`src/hw/rtl/rsd_pkg.sv`:
```
`timescale 1ns / 1ps
package rsd_pkg;

   localparam int DATA_BYTES   = 223;
   localparam int PARITY_BYTES = 32;
   localparam int BLOCK_LEN    = DATA_BYTES + PARITY_BYTES;
   localparam int HALF         = PARITY_BYTES / 2;
   localparam int POS_W        = $clog2(BLOCK_LEN);
   localparam int ADDR_W       = POS_W + 1;
   localparam int CNT_W        = $clog2(BLOCK_LEN + 1);
   localparam int LW           = $clog2(PARITY_BYTES + 1);
   localparam int SW           = $clog2(PARITY_BYTES);
   localparam int HW           = (HALF > 1) ? $clog2(HALF) : 1;

   typedef logic [7:0] gf_type;
   typedef gf_type [PARITY_BYTES-1:0] syn_set_type;
   typedef gf_type [255:0] gf_table_type;

   typedef struct packed {
      logic valid;
      logic bank;
   } bank_rel_type;

   function automatic gf_type gf_mul(gf_type a, gf_type b);
      gf_type r;
      gf_type x;
      r = '0;
      x = a;
      for (int n = 0; n < 8; n++) begin
         if (b[n]) r = r ^ x;
         x = x[7] ? ((x << 1) ^ 8'h1D) : (x << 1);
      end
      return r;
   endfunction

   function automatic gf_table_type make_exp();
      gf_table_type t;
      gf_type x;
      x = 8'h01;
      for (int e = 0; e < 256; e++) begin
         t[e] = x;
         x = gf_mul(x, 8'h02);
      end
      return t;
   endfunction

   localparam gf_table_type GF_EXP = make_exp();

   function automatic gf_table_type make_inv();
      gf_table_type t;
      t = '0;
      for (int e = 0; e < 255; e++) begin
         t[GF_EXP[e]] = (e == 0) ? GF_EXP[0] : GF_EXP[255 - e];
      end
      return t;
   endfunction

   localparam gf_table_type GF_INV = make_inv();

endpackage

```
`src/hw/rtl/rsd_ram.sv`:
```
`timescale 1ns / 1ps
module rsd_ram (
   input  logic                      clock,
   input  logic                      wr_en,
   input  logic [rsd_pkg::ADDR_W-1:0] wr_addr,
   input  rsd_pkg::gf_type           wr_data,
   input  logic                      rd_en,
   input  logic [rsd_pkg::ADDR_W-1:0] rd_addr,
   output rsd_pkg::gf_type           rd_data
);

   rsd_pkg::gf_type mem [2**rsd_pkg::ADDR_W];
   rsd_pkg::gf_type rd_data_ff;

   always_ff @(posedge clock) begin
      if (wr_en) mem[wr_addr] <= wr_data;
      if (rd_en) rd_data_ff <= mem[rd_addr];
   end

   assign rd_data = rd_data_ff;

endmodule

```
`config.mk`:
```
export PLATFORM = sky130hd
export DESIGN_NAME = rsd_ram
export DESIGN_NICKNAME = d
export VERILOG_FILES = /design/src/hw/rtl/rsd_pkg.sv /design/src/hw/rtl/rsd_ram.sv
export SDC_FILE = /design/constraint.sdc
export NUM_CORES = 2
export LEC_CHECK = 0
export CORE_ASPECT_RATIO = 2
export CORE_MARGIN = 2
export CORE_UTILIZATION = 63
export CTS_CLUSTER_DIAMETER = 30
export DETAILED_ROUTE_END_ITERATION = 10
export DONT_BUFFER_PORTS = 1
export HOLD_SLACK_MARGIN = 0.1
export PLACE_DENSITY = 0.77
export SYNTH_ARGS = -nofsm -noshare
export SYNTH_HDL_FRONTEND = slang
export SYNTH_SLANG_ARGS = --single-unit
```
`constraint.sdc`:
```
create_clock -name clock -period 4.69 [get_ports clock]
set_input_delay 0.2345 -clock clock [delete_from_list [all_inputs] [get_ports clock]]
set_output_delay 0.2345 -clock clock [all_outputs]
set_load 0.02 [all_outputs]
```
==> impl_metrics.yaml <==
grt:
  grt_pass1_wl_mm: 612.7
  grt_max_degree: 622
  gr-total-overflow: 0
  first_global_vias: 86570
  gr-usage-all-layers_pct: 33.40
  antenna_found_initial: 17
cells_and_area:
  multi_input_area_um2: 34050
  drive_gt1_share_pct: 19.23
  seq_area_um2: 123200
  fin_area_um2: 178500
  fin_nets: 8214
  fillers: 14210
  syn_to_final_growth_pct: 11.53
floorplanning:
  ios: 37
  die_y_um: 716.7
  dieWidth_um: 360.4
  core_um2: 252800
  rows: 261
  start_util_pct: 63.30
  die_area_um2: 258300
clock_network:
  htreeDepth: 5
  cts_buffer_depth: 4
  cts_num_sinks: 4104
  clk_latency_ns: 0.94
  root_buffer: "clkbuf_16"
  cts_tree: "yes"
  clk_pin_slew_ns: 0.06
  ctsResizeCount: 0
  cts_buffers: 416
status:
  status: "finished with violations"
  violations: "capacitance limit, slew limit"
sta:
  worst_slew_pin_slew_ns: 1.643
  maxSlewHeadroom_pct: -10.68
  setup_viol_count_final: 0
  fin_skew_ns: 0.04061
  period_minus_slack_ns: 3.628
  final.setup.worst_slack_ns: 1.062
  finalCritPeriodShare_pct: 77.35
  fmax_mhz: 275.7
  final_hold_viol_count: 0
  slew_viol_final: 51
  rsz0062_at_grt: "false"
  tns_ns: 0
setup_path:
  crit_arrival_ns: 4.39
  critPathTopFamily: "compound AO/OA/AOI/OAI gates"
  worst-path-buf-inv: 2
  cp-end-kind: "register"
  worstPathMaxFanout: 621
  startpoint_type: "input pin"
  crit_chain: "or2_4 -> buf_12 -> buf_4 -> o221ai_1 -> a21oi_1 -> nor2_1 -> nand3_1 -> o21ai_0 -> o2111a_1"
  crit_type: "input pin to register"
  cp.required_ns: 5.45
  r2r-start: "mem[275][3]"
  crit_slowest_cell: "o21ai_0"
  worstSetupStartpoint: "rd_addr[1]"
  slowest_delay_ns: 1.25
synth:
  yosysSeqAreaShare_pct: 77.02
  synth_top_area_share_pct: 77.02
  synthTopCellsByCount: "edfxtp_1 (4104), mux2i_1 (797), mux4_2 (654)"
  synth_edf_count: 4104
  synth_cell_types: 50
  syn_inst: 8030
  ys.flop_type: "edfxtp_1"
  syn_nets: 8059
  synth_area_um2: 160000
  synth_async_sr_flop_share_pct: 0
  synth-seq-cells: 4104
  avgSynthCellArea_um2: 19.93
  synth_top_cell_by_area: "edfxtp_1"
  ys_warn_count: 0
  synth.area.top_cells: "edfxtp_1 (77%), mux4_2 (9.2%), mux2i_1 (5.0%), o221ai_1 (2.0%), nor2_1 (1.4%)"
  synth_most_common_cell: "edfxtp_1"
route:
  firstDrtPassIters: 9
  vias: 84590
  drtAntennaViolNets: 0
  routedWlPerCell_um: 36.67
  vias_per_cell: 7.147
  routed_wl_mm: 434.0
  drc_errors: 0
  drtIter0Drc: 11080
place:
  dpl.hpwl_mm: 244.8
  post_dp_cell_area_um2: 163300
  gp_congestion: 0.9751
  portBuffers: 0
  dp_slack_ns: 0.5077
pwr:
  leakage_uw: 0.05670
  vdd_drop_max_mv: 0.5644
  total_power_uw: 78470
  p_per_area_nw_per_um2: 439.7
run:
  drv_cap: 2
hold_path:
  hold_class: "input pin to register"
  min_from: "wr_data[3]"
-- logic make-up after synthesis --
kind of cell	after synthesis	share of synthesized area [%]
and+or+nand+nor	980	2.630
AOI/OAI and AO/OA	979	4.311
buffers and inverters	516	1.848
muxes	1451	14.19
DFF	4104	77.02
-- path summary, 6_finish.rpt --
check	endpoint	slack, ns	cells after the start
max	rd_data[7]	1.06	9
min	mem[398][3]	0.13	1
max reg2reg	rd_data[3]	1.44	8
min reg2reg	rd_data[4]	1.30	6
-- per-layer routing --
layer / share of wire (%) / vias up / wire length (um) / global-route usage (%)
met5: 0.0051 / - / 22 / 0
met4: 10 / 4 / 44850 / 28.55
met3: 9.5 / 1636 / 41040 / 6.849
met2: 51 / 6216 / 220300 / 56.36
met1: 29 / 42960 / 127700 / 36.16
li1: - / 33770 / - / -
-- report_power, final --
part	switching (uW)	total, uW	internal [uW]
registers	46.9	40400	40400
logic	2310	3470	1150
clock network	15300	34600	19300
-- through the flow --
step	hold WS [ns]	cells	util (%)
floorplan	0.3334	8030	-
global placement	0.3529	11020	64.62
detailed placement	0.3526	11020	64.62
CTS	-0.6153	11790	70.32
global route	0.1246	11820	70.59
finish	0.1271	11840	70.60
-- cell type report --
| type | instances | share of cell area, % |
|---|---|---|
| flip-flops and latches | 4104 | 69.06 |
| repair buffers | 250 | 1.485 |
| inverters | 3 | 0.01052 |
| diodes | 15 | 0.02103 |
| clock inverters | 324 | 2.082 |
| clock buffers | 442 | 5.960 |
| multi-input cells | 3410 | 19.08 |
| well taps | 3287 | 2.305 |
-- what timing repair did --
action                                 in CTS  in global routing
endpoints found under the hold margin    4224                813
buffers inserted                            0                  0
hold buffers                                6                 13
-- state kept, by name (all words and copies together), names as in the netlist --
signal   flops
mem       4096
rd_data      8
-- placed cells by master, fill, tap and decap left out, types with 61 or more instances in the layout --
cell type and instances:
nor2_1 595, mux2i_1 797, nor3_1 108, a21oi_1 194
o221ai_1 371, o22ai_1 163, buf_4 189, nand2_1 97
mux4_2 654, inv_6 68, o21ai_0 116, a22oi_1 61
clkbuf_16 422, edfxtp_1 4104
Power figures use the tool's default switching activity.
