==> config.mk <==
export PLATFORM = sky130hd
export DESIGN_NAME = rsd_front
export DESIGN_NICKNAME = d
export VERILOG_FILES = /design/src/hw/rtl/rsd_pkg.sv /design/src/hw/rtl/rsd_front.sv
export SDC_FILE = /design/constraint.sdc
export NUM_CORES = 1
export LEC_CHECK = 0
export BUFFER_PORTS_ARGS = -buffer_cell sky130_fd_sc_hd__buf_2
export CORE_UTILIZATION = 35
export CTS_BUF_LIST = sky130_fd_sc_hd__clkbuf_8
export DETAILED_ROUTE_END_ITERATION = 16
export GPL_ROUTABILITY_DRIVEN = 0
export SLEW_MARGIN = 40
export SYNTH_ARGS = -nofsm -noshare
export SYNTH_HDL_FRONTEND = slang
export SYNTH_SLANG_ARGS = --single-unit
==> constraint.sdc <==
create_clock -name clock -period 3.4 [get_ports clock]
set_input_delay 0 -clock clock [delete_from_list [all_inputs] [get_ports clock]]
set_output_delay 0 -clock clock [all_outputs]
set_load 0.1 [all_outputs]
==> src/hw/rtl/rsd_pkg.sv <==
`timescale 1ns / 1ps
package rsd_pkg;

   localparam int DATA_BYTES   = 223;
   localparam int PARITY_BYTES = 32;
   localparam int BLOCK_LEN    = DATA_BYTES + PARITY_BYTES;
   localparam int HALF         = PARITY_BYTES / 2;
   localparam int POS_W        = $clog2(BLOCK_LEN);
   localparam int ADDR_W       = POS_W + 1;
   localparam int CNT_W        = $clog2(BLOCK_LEN + 1);
   localparam int LW           = $clog2(PARITY_BYTES + 1);
   localparam int SW           = $clog2(PARITY_BYTES);
   localparam int HW           = (HALF > 1) ? $clog2(HALF) : 1;

   typedef logic [7:0] gf_type;
   typedef gf_type [PARITY_BYTES-1:0] syn_set_type;
   typedef gf_type [255:0] gf_table_type;

   typedef struct packed {
      logic valid;
      logic bank;
   } bank_rel_type;

   function automatic gf_type gf_mul(gf_type a, gf_type b);
      gf_type r;
      gf_type x;
      r = '0;
      x = a;
      for (int n = 0; n < 8; n++) begin
         if (b[n]) r = r ^ x;
         x = x[7] ? ((x << 1) ^ 8'h1D) : (x << 1);
      end
      return r;
   endfunction

   function automatic gf_table_type make_exp();
      gf_table_type t;
      gf_type x;
      x = 8'h01;
      for (int e = 0; e < 256; e++) begin
         t[e] = x;
         x = gf_mul(x, 8'h02);
      end
      return t;
   endfunction

   localparam gf_table_type GF_EXP = make_exp();

   function automatic gf_table_type make_inv();
      gf_table_type t;
      t = '0;
      for (int e = 0; e < 255; e++) begin
         t[GF_EXP[e]] = (e == 0) ? GF_EXP[0] : GF_EXP[255 - e];
      end
      return t;
   endfunction

   localparam gf_table_type GF_INV = make_inv();

endpackage

==> src/hw/rtl/rsd_front.sv <==
`timescale 1ns / 1ps
module rsd_front (
   input  logic                        clock,
   input  logic                        reset,
   input  logic                        req_valid,
   output logic                        req_stall,
   input  logic [7:0]                  req_rx_byte,
   output logic                        ram_wr_en,
   output logic [rsd_pkg::ADDR_W-1:0]  ram_wr_addr,
   output rsd_pkg::gf_type             ram_wr_data,
   output logic                        q_push,
   output rsd_pkg::syn_set_type        q_data,
   input  logic                        q_full,
   input  rsd_pkg::bank_rel_type       rel
);

   logic [rsd_pkg::POS_W-1:0] pos_ff, pos_in;
   logic                      wbank_ff, wbank_in;
   logic [1:0]                busy_ff, busy_in;
   rsd_pkg::syn_set_type      syn_ff, syn_in, syn_next;
   logic                      accept, block_end;

   assign req_stall = busy_ff[wbank_ff] | q_full;
   assign accept    = req_valid & ~req_stall;
   assign block_end = accept && (pos_ff == rsd_pkg::POS_W'(rsd_pkg::BLOCK_LEN - 1));

   // Horner step per syndrome: S_i = S_i * alpha^i + r
   always_comb begin
      for (int i = 0; i < rsd_pkg::PARITY_BYTES; i++) begin
         syn_next[i] = rsd_pkg::gf_mul(syn_ff[i], rsd_pkg::GF_EXP[i]) ^ req_rx_byte;
      end
   end

   always_comb begin
      pos_in   = pos_ff;
      wbank_in = wbank_ff;
      busy_in  = busy_ff;
      syn_in   = syn_ff;
      if (rel.valid) busy_in[rel.bank] = 1'b0;
      if (accept) begin
         if (block_end) begin
            pos_in            = '0;
            syn_in            = '0;
            wbank_in          = ~wbank_ff;
            busy_in[wbank_ff] = 1'b1;
         end else begin
            pos_in = pos_ff + 1'b1;
            syn_in = syn_next;
         end
      end
   end

   always_ff @(posedge clock) begin
      if (reset) begin
         pos_ff   <= '0;
         wbank_ff <= 1'b0;
         busy_ff  <= '0;
         syn_ff   <= '0;
      end else begin
         pos_ff   <= pos_in;
         wbank_ff <= wbank_in;
         busy_ff  <= busy_in;
         syn_ff   <= syn_in;
      end
   end

   assign ram_wr_en   = accept;
   assign ram_wr_addr = {wbank_ff, pos_ff};
   assign ram_wr_data = req_rx_byte;
   assign q_push      = block_end;
   assign q_data      = syn_next;

endmodule

==> out/results.tsv <==
metric	value	unit
status	finished, final reports clean	
wirelength, routed	49.4	mm
drt pass-1 iters	5	
Die Y	219	um
RSZ-0062 raised after global routing	false	
Worst-path clk slew	0.05	ns
Slew Viols, Final	0	
Layout Nets	2064	
layout cells sized above 1	0.191	
Async SR Flop Fraction	0	
post-detailed-route count of antenna-violating nets	0	
Worst R2R End	syn_ff[82]	
worst reg2reg path depth	6	
Cells after Synth	1834	
syn avg cell area	8.99	um^2
Area growth syn-to-layout	18.0	%
post-synth top area share	0.324	
post-CTS setup buffers	0	
cts bufs inserted	52	
Vias	13600	
Root Buffer	clkbuf_8	
first-pass GRT wire length	75.4	mm
H-tree levels	2	
crit path capture	ram_wr_en	
sequential fraction of the synthesis area	0.324	
HP Class	in2reg	
vias in the first global route	13100	
total track usage	0.201	
mapped cell area	0.0165	mm^2
Post-synth top flop	dfxtp_1	
synth warn	0	
post-synthesis register bit count	267	
starting density of the core	0.355	
Rows	79	
Final min period	2.65	ns
WP depth	5	
synth unique cells	35	
delay-heaviest family, CP	buffers and inverters	
Iteration-0 DRC Markers	913	
antenna diode count	0	
Worst EP arrival	2.65	ns
startpoint types	flop	
Max stage delay on crit path	0.48	ns
synth top area cells	dfxtp_1, xnor2_1, xnor3_1	
WP buf/inv	3	
die area	0.0480	mm^2
vias per inst	5.04	
slew margin rel.	0.464	
largest net degree at the start of global routing	98	
CP max stage cell	dfxtp_1	
Worst Setup SP	wbank_ff	
f_max	0.377	GHz
worst skew pair latency	0.62	ns
core area	0.0465	mm^2
Fillers	4635	
CTS Sinks	267	
DP HPWL	31.8	mm
Max Buffers Root-to-Sink	3	
area leader, netlist	dfxtp_1	
chip width	219	um
post-synth net total	1850	
Final Setup Violations	0	
sequential cell area	0.00535	mm^2
Worst-Margin Slew	0.804	ns
Final Hold Fails	0	
Ports	290	
Post-synth EDFFs	0	
fin crit share	0.780	
critical path, cell by cell	mux2i_4 > nand2_8 > inv_8 > buf_12 > buf_12	
Worst R2R Setup Slack	1.13	ns
most common cell after layout, fill and taps aside	xnor2_1	
Top cell by count, worst path	buf_12	
grt ovf	0	
Wirelength per Cell	18.3	um
Post-route DRC	0	
initial antenna violation count	0	
IO Port Bufs	289	
Fin Clk Skew	0.0219	ns
worst path required time	3.40	ns
Fin Setup TNS	0	ns
Max Cap Viol	0	
CTS tree	done	
FF-to-FF Start	wbank_ff	
crit path max fanout	97	
CP Capture Type	output pin	
leading cell types in the layout, fill and taps excluded	xnor2_1, buf_2, dfxtp_1, nand2_1	
area occupied by multi-input gates	0.0103	mm^2
critical path class	reg2out	
[worst register-to-register path, stage by stage, from the launching register on]
cell	delay (ns)
dfxtp_1	0.48
mux2i_4	0.42
nand2_8	0.12
inv_8	0.43
buf_12	0.46
nand3_1	0.12
a21oi_1	0.15
[repair_timing]
action / in CTS / in global routing
gates resized for setup: 0 / 0
hold endpoints to repair: 34 / 0
hold buffers: 8 / 0
[per-layer routing]
metal,GRT usage,share of wire
met1,0.256,0.43
met2,0.325,0.47
met3,0.0560,0.073
met4,0.0683,0.025
met5,0,0
[synth_stat cells (2+ instances only)]
library cell,n
xnor2_1,324
dfxtp_1,267
nand2_1,260
a21oi_1,257
nand3_1,257
xor2_1,159
xnor3_1,94
buf_2,72
clkbuf_1,49
buf_1,27
buf_4,19
nor2_1,8
xor3_1,7
inv_1,4
nand2b_1,3
nand4_1,3
a32o_1,2
and3_1,2
and4_1,2
ha_1,2
nor2b_1,2
[layout make-up]
type | count | share of cell area
multi-input cells | 1395 | 0.532
repair buffers | 327 | 0.0981
inverters | 5 | 0.00135
well taps | 607 | 0.0391
clock buffers | 72 | 0.0510
clock inverters | 18 | 0.00367
flip-flops and latches | 267 | 0.275
[kinds of logic after synthesis]
group / count (synthesis) / synth area share
xor gates and xnor gates: 584 / 0.395
buffers and inverters: 172 / 0.0490
adders and majority gates: 2 / 0.00152
muxes: 2 / 0.00205
and+or+nand+nor: 543 / 0.147
DFF: 267 / 0.324
AOI/OAI and AO/OA: 264 / 0.0812
[sequential cells by signal, summed over array words and instances, names as in the netlist]
name / flops
wbank_ff: 1
busy_ff: 2
syn_ff: 256
pos_ff: 8
[worst min path at each step]
stage	from	to	slack, ns	cells after the start
after floorplan	rel[0]	busy_ff[1]	0.19	3
after global placement	rel[0]	busy_ff[0]	0.32	3
after detailed placement	rel[0]	busy_ff[1]	0.33	4
after CTS	req_rx_byte[4]	syn_ff[4]	0.04	4
after global routing	req_rx_byte[4]	syn_ff[4]	0.08	4
final	req_rx_byte[4]	syn_ff[4]	0.1	4
[per-stage QoR]
stage / cell area [um^2] / std cells / util / hold slack (ns) / worst slack (ns)
after floorplan: 16500 / 1834 / - / 0.190 / 0.440
after global placement: 18300 / 2593 / 0.394 / 0.318 / 1.23
after detailed placement: 18300 / 2593 / 0.394 / 0.335 / 1.19
after CTS: 19400 / 2691 / 0.419 / 0.0417 / 0.626
after global routing: 19400 / 2691 / 0.419 / 0.0813 / 0.542
final: 19400 / 2691 / 0.419 / 0.0981 / 0.749
Power is left out: the tool's default activity adds up to more than one toggle a clock period on the data nets, which glitch-free logic cannot reach.
