### src/hw/rtl/rsd_pkg.sv
`timescale 1ns / 1ps
package rsd_pkg;

   localparam int DATA_BYTES   = 223;
   localparam int PARITY_BYTES = 32;
   localparam int BLOCK_LEN    = DATA_BYTES + PARITY_BYTES;
   localparam int HALF         = PARITY_BYTES / 2;
   localparam int POS_W        = $clog2(BLOCK_LEN);
   localparam int ADDR_W       = POS_W + 1;
   localparam int CNT_W        = $clog2(BLOCK_LEN + 1);
   localparam int LW           = $clog2(PARITY_BYTES + 1);
   localparam int SW           = $clog2(PARITY_BYTES);
   localparam int HW           = (HALF > 1) ? $clog2(HALF) : 1;

   typedef logic [7:0] gf_type;
   typedef gf_type [PARITY_BYTES-1:0] syn_set_type;
   typedef gf_type [255:0] gf_table_type;

   typedef struct packed {
      logic valid;
      logic bank;
   } bank_rel_type;

   function automatic gf_type gf_mul(gf_type a, gf_type b);
      gf_type r;
      gf_type x;
      r = '0;
      x = a;
      for (int n = 0; n < 8; n++) begin
         if (b[n]) r = r ^ x;
         x = x[7] ? ((x << 1) ^ 8'h1D) : (x << 1);
      end
      return r;
   endfunction

   function automatic gf_table_type make_exp();
      gf_table_type t;
      gf_type x;
      x = 8'h01;
      for (int e = 0; e < 256; e++) begin
         t[e] = x;
         x = gf_mul(x, 8'h02);
      end
      return t;
   endfunction

   localparam gf_table_type GF_EXP = make_exp();

   function automatic gf_table_type make_inv();
      gf_table_type t;
      t = '0;
      for (int e = 0; e < 255; e++) begin
         t[GF_EXP[e]] = (e == 0) ? GF_EXP[0] : GF_EXP[255 - e];
      end
      return t;
   endfunction

   localparam gf_table_type GF_INV = make_inv();

endpackage

### src/hw/rtl/rsd_queue.sv
`timescale 1ns / 1ps
module rsd_queue (
   input  logic                 clock,
   input  logic                 reset,
   input  logic                 push,
   input  rsd_pkg::syn_set_type push_data,
   output logic                 full,
   input  logic                 pop,
   output logic                 out_valid,
   output rsd_pkg::syn_set_type head_data
);

   rsd_pkg::syn_set_type mem_ff [2];
   logic                 wr_ptr_ff, rd_ptr_ff;
   logic [1:0]           count_ff, count_in;

   assign full      = (count_ff == 2'd2);
   assign out_valid = (count_ff != 2'd0);
   assign head_data = mem_ff[rd_ptr_ff];

   always_comb begin
      count_in = count_ff;
      if (push && !pop) count_in = count_ff + 2'd1;
      if (pop && !push) count_in = count_ff - 2'd1;
   end

   always_ff @(posedge clock) begin
      if (push) mem_ff[wr_ptr_ff] <= push_data;
      if (reset) begin
         wr_ptr_ff <= 1'b0;
         rd_ptr_ff <= 1'b0;
         count_ff  <= '0;
      end else begin
         if (push) wr_ptr_ff <= ~wr_ptr_ff;
         if (pop) rd_ptr_ff <= ~rd_ptr_ff;
         count_ff <= count_in;
      end
   end

endmodule

### config.mk
export PLATFORM = sky130hd
export DESIGN_NAME = rsd_queue
export DESIGN_NICKNAME = d
export VERILOG_FILES = /design/src/hw/rtl/rsd_pkg.sv /design/src/hw/rtl/rsd_queue.sv
export SDC_FILE = /design/constraint.sdc
export NUM_CORES = 1
export LEC_CHECK = 0
export BUFFER_PORTS_ARGS = -buffer_cell sky130_fd_sc_hd__buf_4
export CORE_ASPECT_RATIO = 1.75
export CORE_UTILIZATION = 40
export CTS_CLUSTER_SIZE = 24
export DETAILED_ROUTE_END_ITERATION = 6
export GPL_TIMING_DRIVEN = 0
export HOLD_SLACK_MARGIN = 0.08
export PLACE_DENSITY = 0.7
export REMOVE_ABC_BUFFERS = 1
export SYNTH_ARGS = -nofsm -noshare
export SYNTH_HDL_FRONTEND = slang
export SYNTH_SLANG_ARGS = --single-unit
### constraint.sdc
create_clock -name clock -period 17.65 [get_ports clock]
set_clock_uncertainty 0.1 [all_clocks]
set_input_delay 1.765 -clock clock [delete_from_list [all_inputs] [get_ports clock]]
set_output_delay 1.765 -clock clock [all_outputs]
set_load 0.02 [all_outputs]
==> flow_summary_export.csv <==
group,metric,value,unit
synth,ys_ff_latch,517,
clock_tree,h-tree-depth,2,
critical_path,crit_buf_inv,2,
synth,synth_xor_xnor_area_share,0.1867,%
place,dp_slack,13.68,ns
timing,final.period_utilization,25.04,%
global_route,grt_first_pass_wirelength,61300,microns
timing,final-hold-violation-count,0,
place,io_buffers,517,
pwr,power.density,116.0,nW/um^2
clock_tree,clockRootBuffer,"clkbuf_16",
place,postPlaceCellArea,23460,sq um
floorplan,die_h,288.5,microns
clock_tree,cts_tree,"done",
critical_path,rr_worst_depth,5,
route,wl_met3,3307,microns
route,drt-met1-wl,14270,microns
clock_tree,cts-resized-gates,0,
flow_run,maxCapViolations,0,
floorplan,die-area,47810,sq um
floorplan,die-width,165.7,microns
place,hpwl,30340,microns
final_layout,fill_cells,3542,
route,dr.pass1.iters,7,
critical_path,cpPeakStageDelay,0.94,ns
final_layout,design_area,25040,sq um
final_layout,final_common_cell,"buf_4",
timing,slew_headroom,36.65,%
critical_path,required,15.78,ns
run_status,outcome,"finished with violations",
critical_path,cp_cell_sequence,"buf_16, mux2_2, buf_4",
hold_path,min_to,"count_ff[1]$_SDFFE_PP0P_",
route,wl_per_cell,21.42,microns
route,wl,42750,microns
timing,setup_viol_count_final,0,
clock_tree,clkSinkCount,517,
clock_tree,cts.reportedPaths.clkPinSlew,0.06,ns
global_route,globalRouteOverflowTotal,0,
floorplan,num_rows,104,
synth,synth_warnings,0,
timing,setup_tns,0,ns
timing,tightest_slew,0.9502,ns
global_route,grt_max_degree,70,
place,gp_congestion,0.8019,
critical_path,cp_top_family,"flip-flops",
route,dr_total_vias,9685,
timing,final_max_slew_viol_count,0,
clock_tree,postCtsSetupBuffers,0,
critical_path,worst-path-max-fanout,69,
synth,synth_mux_area_share,15.36,%
floorplan,initial_utilization,40.62,%
route,highest_layer,"met5",
synth,netlist_instances,818,
synth,netlist_area,18760,sq um
critical_path,slowest_stage,"dfxtp_4",
synth,synth_top_family_by_area,"multiplexers",
critical_path,crit_arrival,2.55,ns
clock_tree,ctsHoldBuffers,0,
route,drtIter0Drc,510,
synth,yosysUniqueCellTypes,17,
hold_path,worstHoldPathCells,2,
route,final_antenna_net_count,0,
global_route,grt.total_usage,17.12,%
clock_tree,numCtsBuffers,46,
synth,yosys.area_share.simple,0.2467,%
synth,syn_area_per_cell,22.94,sq um
clock_tree,clk_latency,0.55,ns
global_route,grt_pass1_vias,10363,
timing,timing.final.ws_setup,13.23,ns
hold_path,min_from,"count_ff[1]$_SDFFE_PP0P_",
synth,ys_seq_area_share,82.48,%
final_layout,final_nets,1632,
route,drc,30,
critical_path,regToRegStartpoint,"wr_ptr_ff$_SDFFE_PP0P_",
critical_path,r2r-end,"mem_ff[0][198]$_DFFE_PP_",
synth,synth_fa_ha_area_share,0.06668,%
global_route,antenna_found_initial,9,
timing,rsz0062_at_grt,"no",
critical_path,end_kind,"primary output",
critical_path,ff2ff_setup_slack,15.27,ns
route,wl_met2,22790,microns
final_layout,post_route_cells_drive_above_1_share,61.32,%
final_layout,syn2layout_area_growth,33.48,%
critical_path,critPathLaunchType,"flop",
clock_tree,clk_path_buf_depth,3,
critical_path,crit_type,"flop to primary output",
timing,min_period,4.419,ns
route,avgViaCountPerCell,4.852,
synth,synth_compound_area_share,0.05335,%
timing,fmaxAchievable,226.3,MHz
hold_path,hp-class,"flop to flop",
run_status,failed_checks,"DRC",
pwr,leakagePower,9.275,nW
floorplan,boundaryPins,518,
final_layout,layout_common_cells,"buf_4 (517), edfxtp_1 (512), mux2_2 (256), clkbuf_16 (49)",
floorplan,core_area,46190,sq um
pwr,irDropWorstVdd,0.09653,mV
## how the worst max path moves through the flow
stage / from / to / slack (ns) / cells after the start
after floorplan: push / mem_ff[0][0]$_DFFE_PP_ / 4.13 / 2
after global placement: push / mem_ff[0][3]$_DFFE_PP_ / -2.24 / 3
after detailed placement: push / mem_ff[0][87]$_DFFE_PP_ / 13.68 / 7
after CTS: flop / head_data[200] / 13.19 / 3
after global routing: flop / head_data[200] / 13.10 / 3
final: flop / head_data[200] / 13.23 / 3
## layout make-up
cell class / count / area [sq um] / area share [%]
Timing Repair Buffer: 533 / 4247 / 16.96
Multi-Input combinational cell: 272 / 2997 / 11.97
Tap cell: 583 / 729.5 / 2.913
Antenna cell: 4 / 10.01 / 0.03997
Clock buffer: 61 / 1291 / 5.156
Inverter: 1 / 3.754 / 0.01499
Clock inverter: 25 / 287.8 / 1.149
Sequential cell: 517 / 15480 / 61.81
## cell usage after synthesis
cell      number  area (sq um)
edfxtp_1     512         15370
mux2_2       256          2883
buf_6         24         270.3
dfxtp_1        5         100.1
nor2_1         5         18.77
buf_4          3         22.52
xnor2_1        3         26.28
a21oi_1        1         5.000
and2_1         1         6.260
and2b_2        1         8.760
buf_2          1         5.000
ha_1           1         12.51
inv_1          1         3.750
o21ai_0        1         5.000
or2_2          1         6.260
or3_1          1         6.260
xor2_1         1         8.760
## sequential cells by signal, indices dropped and copies added (netlist names), named ones only
name and count:
count_ff 2, mem_ff 512, rd_ptr_ff 1, wr_ptr_ff 1
## stage by stage
step	power (mW)	hold WS [ns]	instances	util [%]
2_1_floorplan	1.721	0.3564	790	-
3_3_place_gp	1.950	0.3906	1890	49.95
3_5_place_dp	1.897	0.3972	1906	50.77
4_1_cts	2.939	0.4089	1992	54.19
5_1_grt	2.997	0.4650	1996	54.21
6_report	2.906	0.4021	1996	54.21
## report_power, final
| group | internal (mW) | total, mW | switching (mW) | leakage, nW |
|---|---|---|---|---|
| Clock | 0.606 | 1.04 | 0.435 | 0.774 |
| Combinational | 0.194 | 0.411 | 0.217 | 3.65 |
| Sequential | 1.43 | 1.45 | 0.0211 | 4.85 |
## logic make-up after synthesis
family,count (synthesis)
simple gates,9
fa+ha+maj,1
mux,256
xor+xnor,4
buf+inv,29
compound gates,2
flops,517
## tightest hold or removal path: cells and delay by family (launching register included)
family          cells  cell delay (ns)
flops               1             0.32
compound gates      2             0.14
## layer usage
layer	GRT usage (%)	vias to the layer above
met1	17.38	4791
met3	5.084	123
met2	31.08	392
met4	10.28	10
met5	0	-
li1	-	4369
Power figures use the tool's default switching activity.
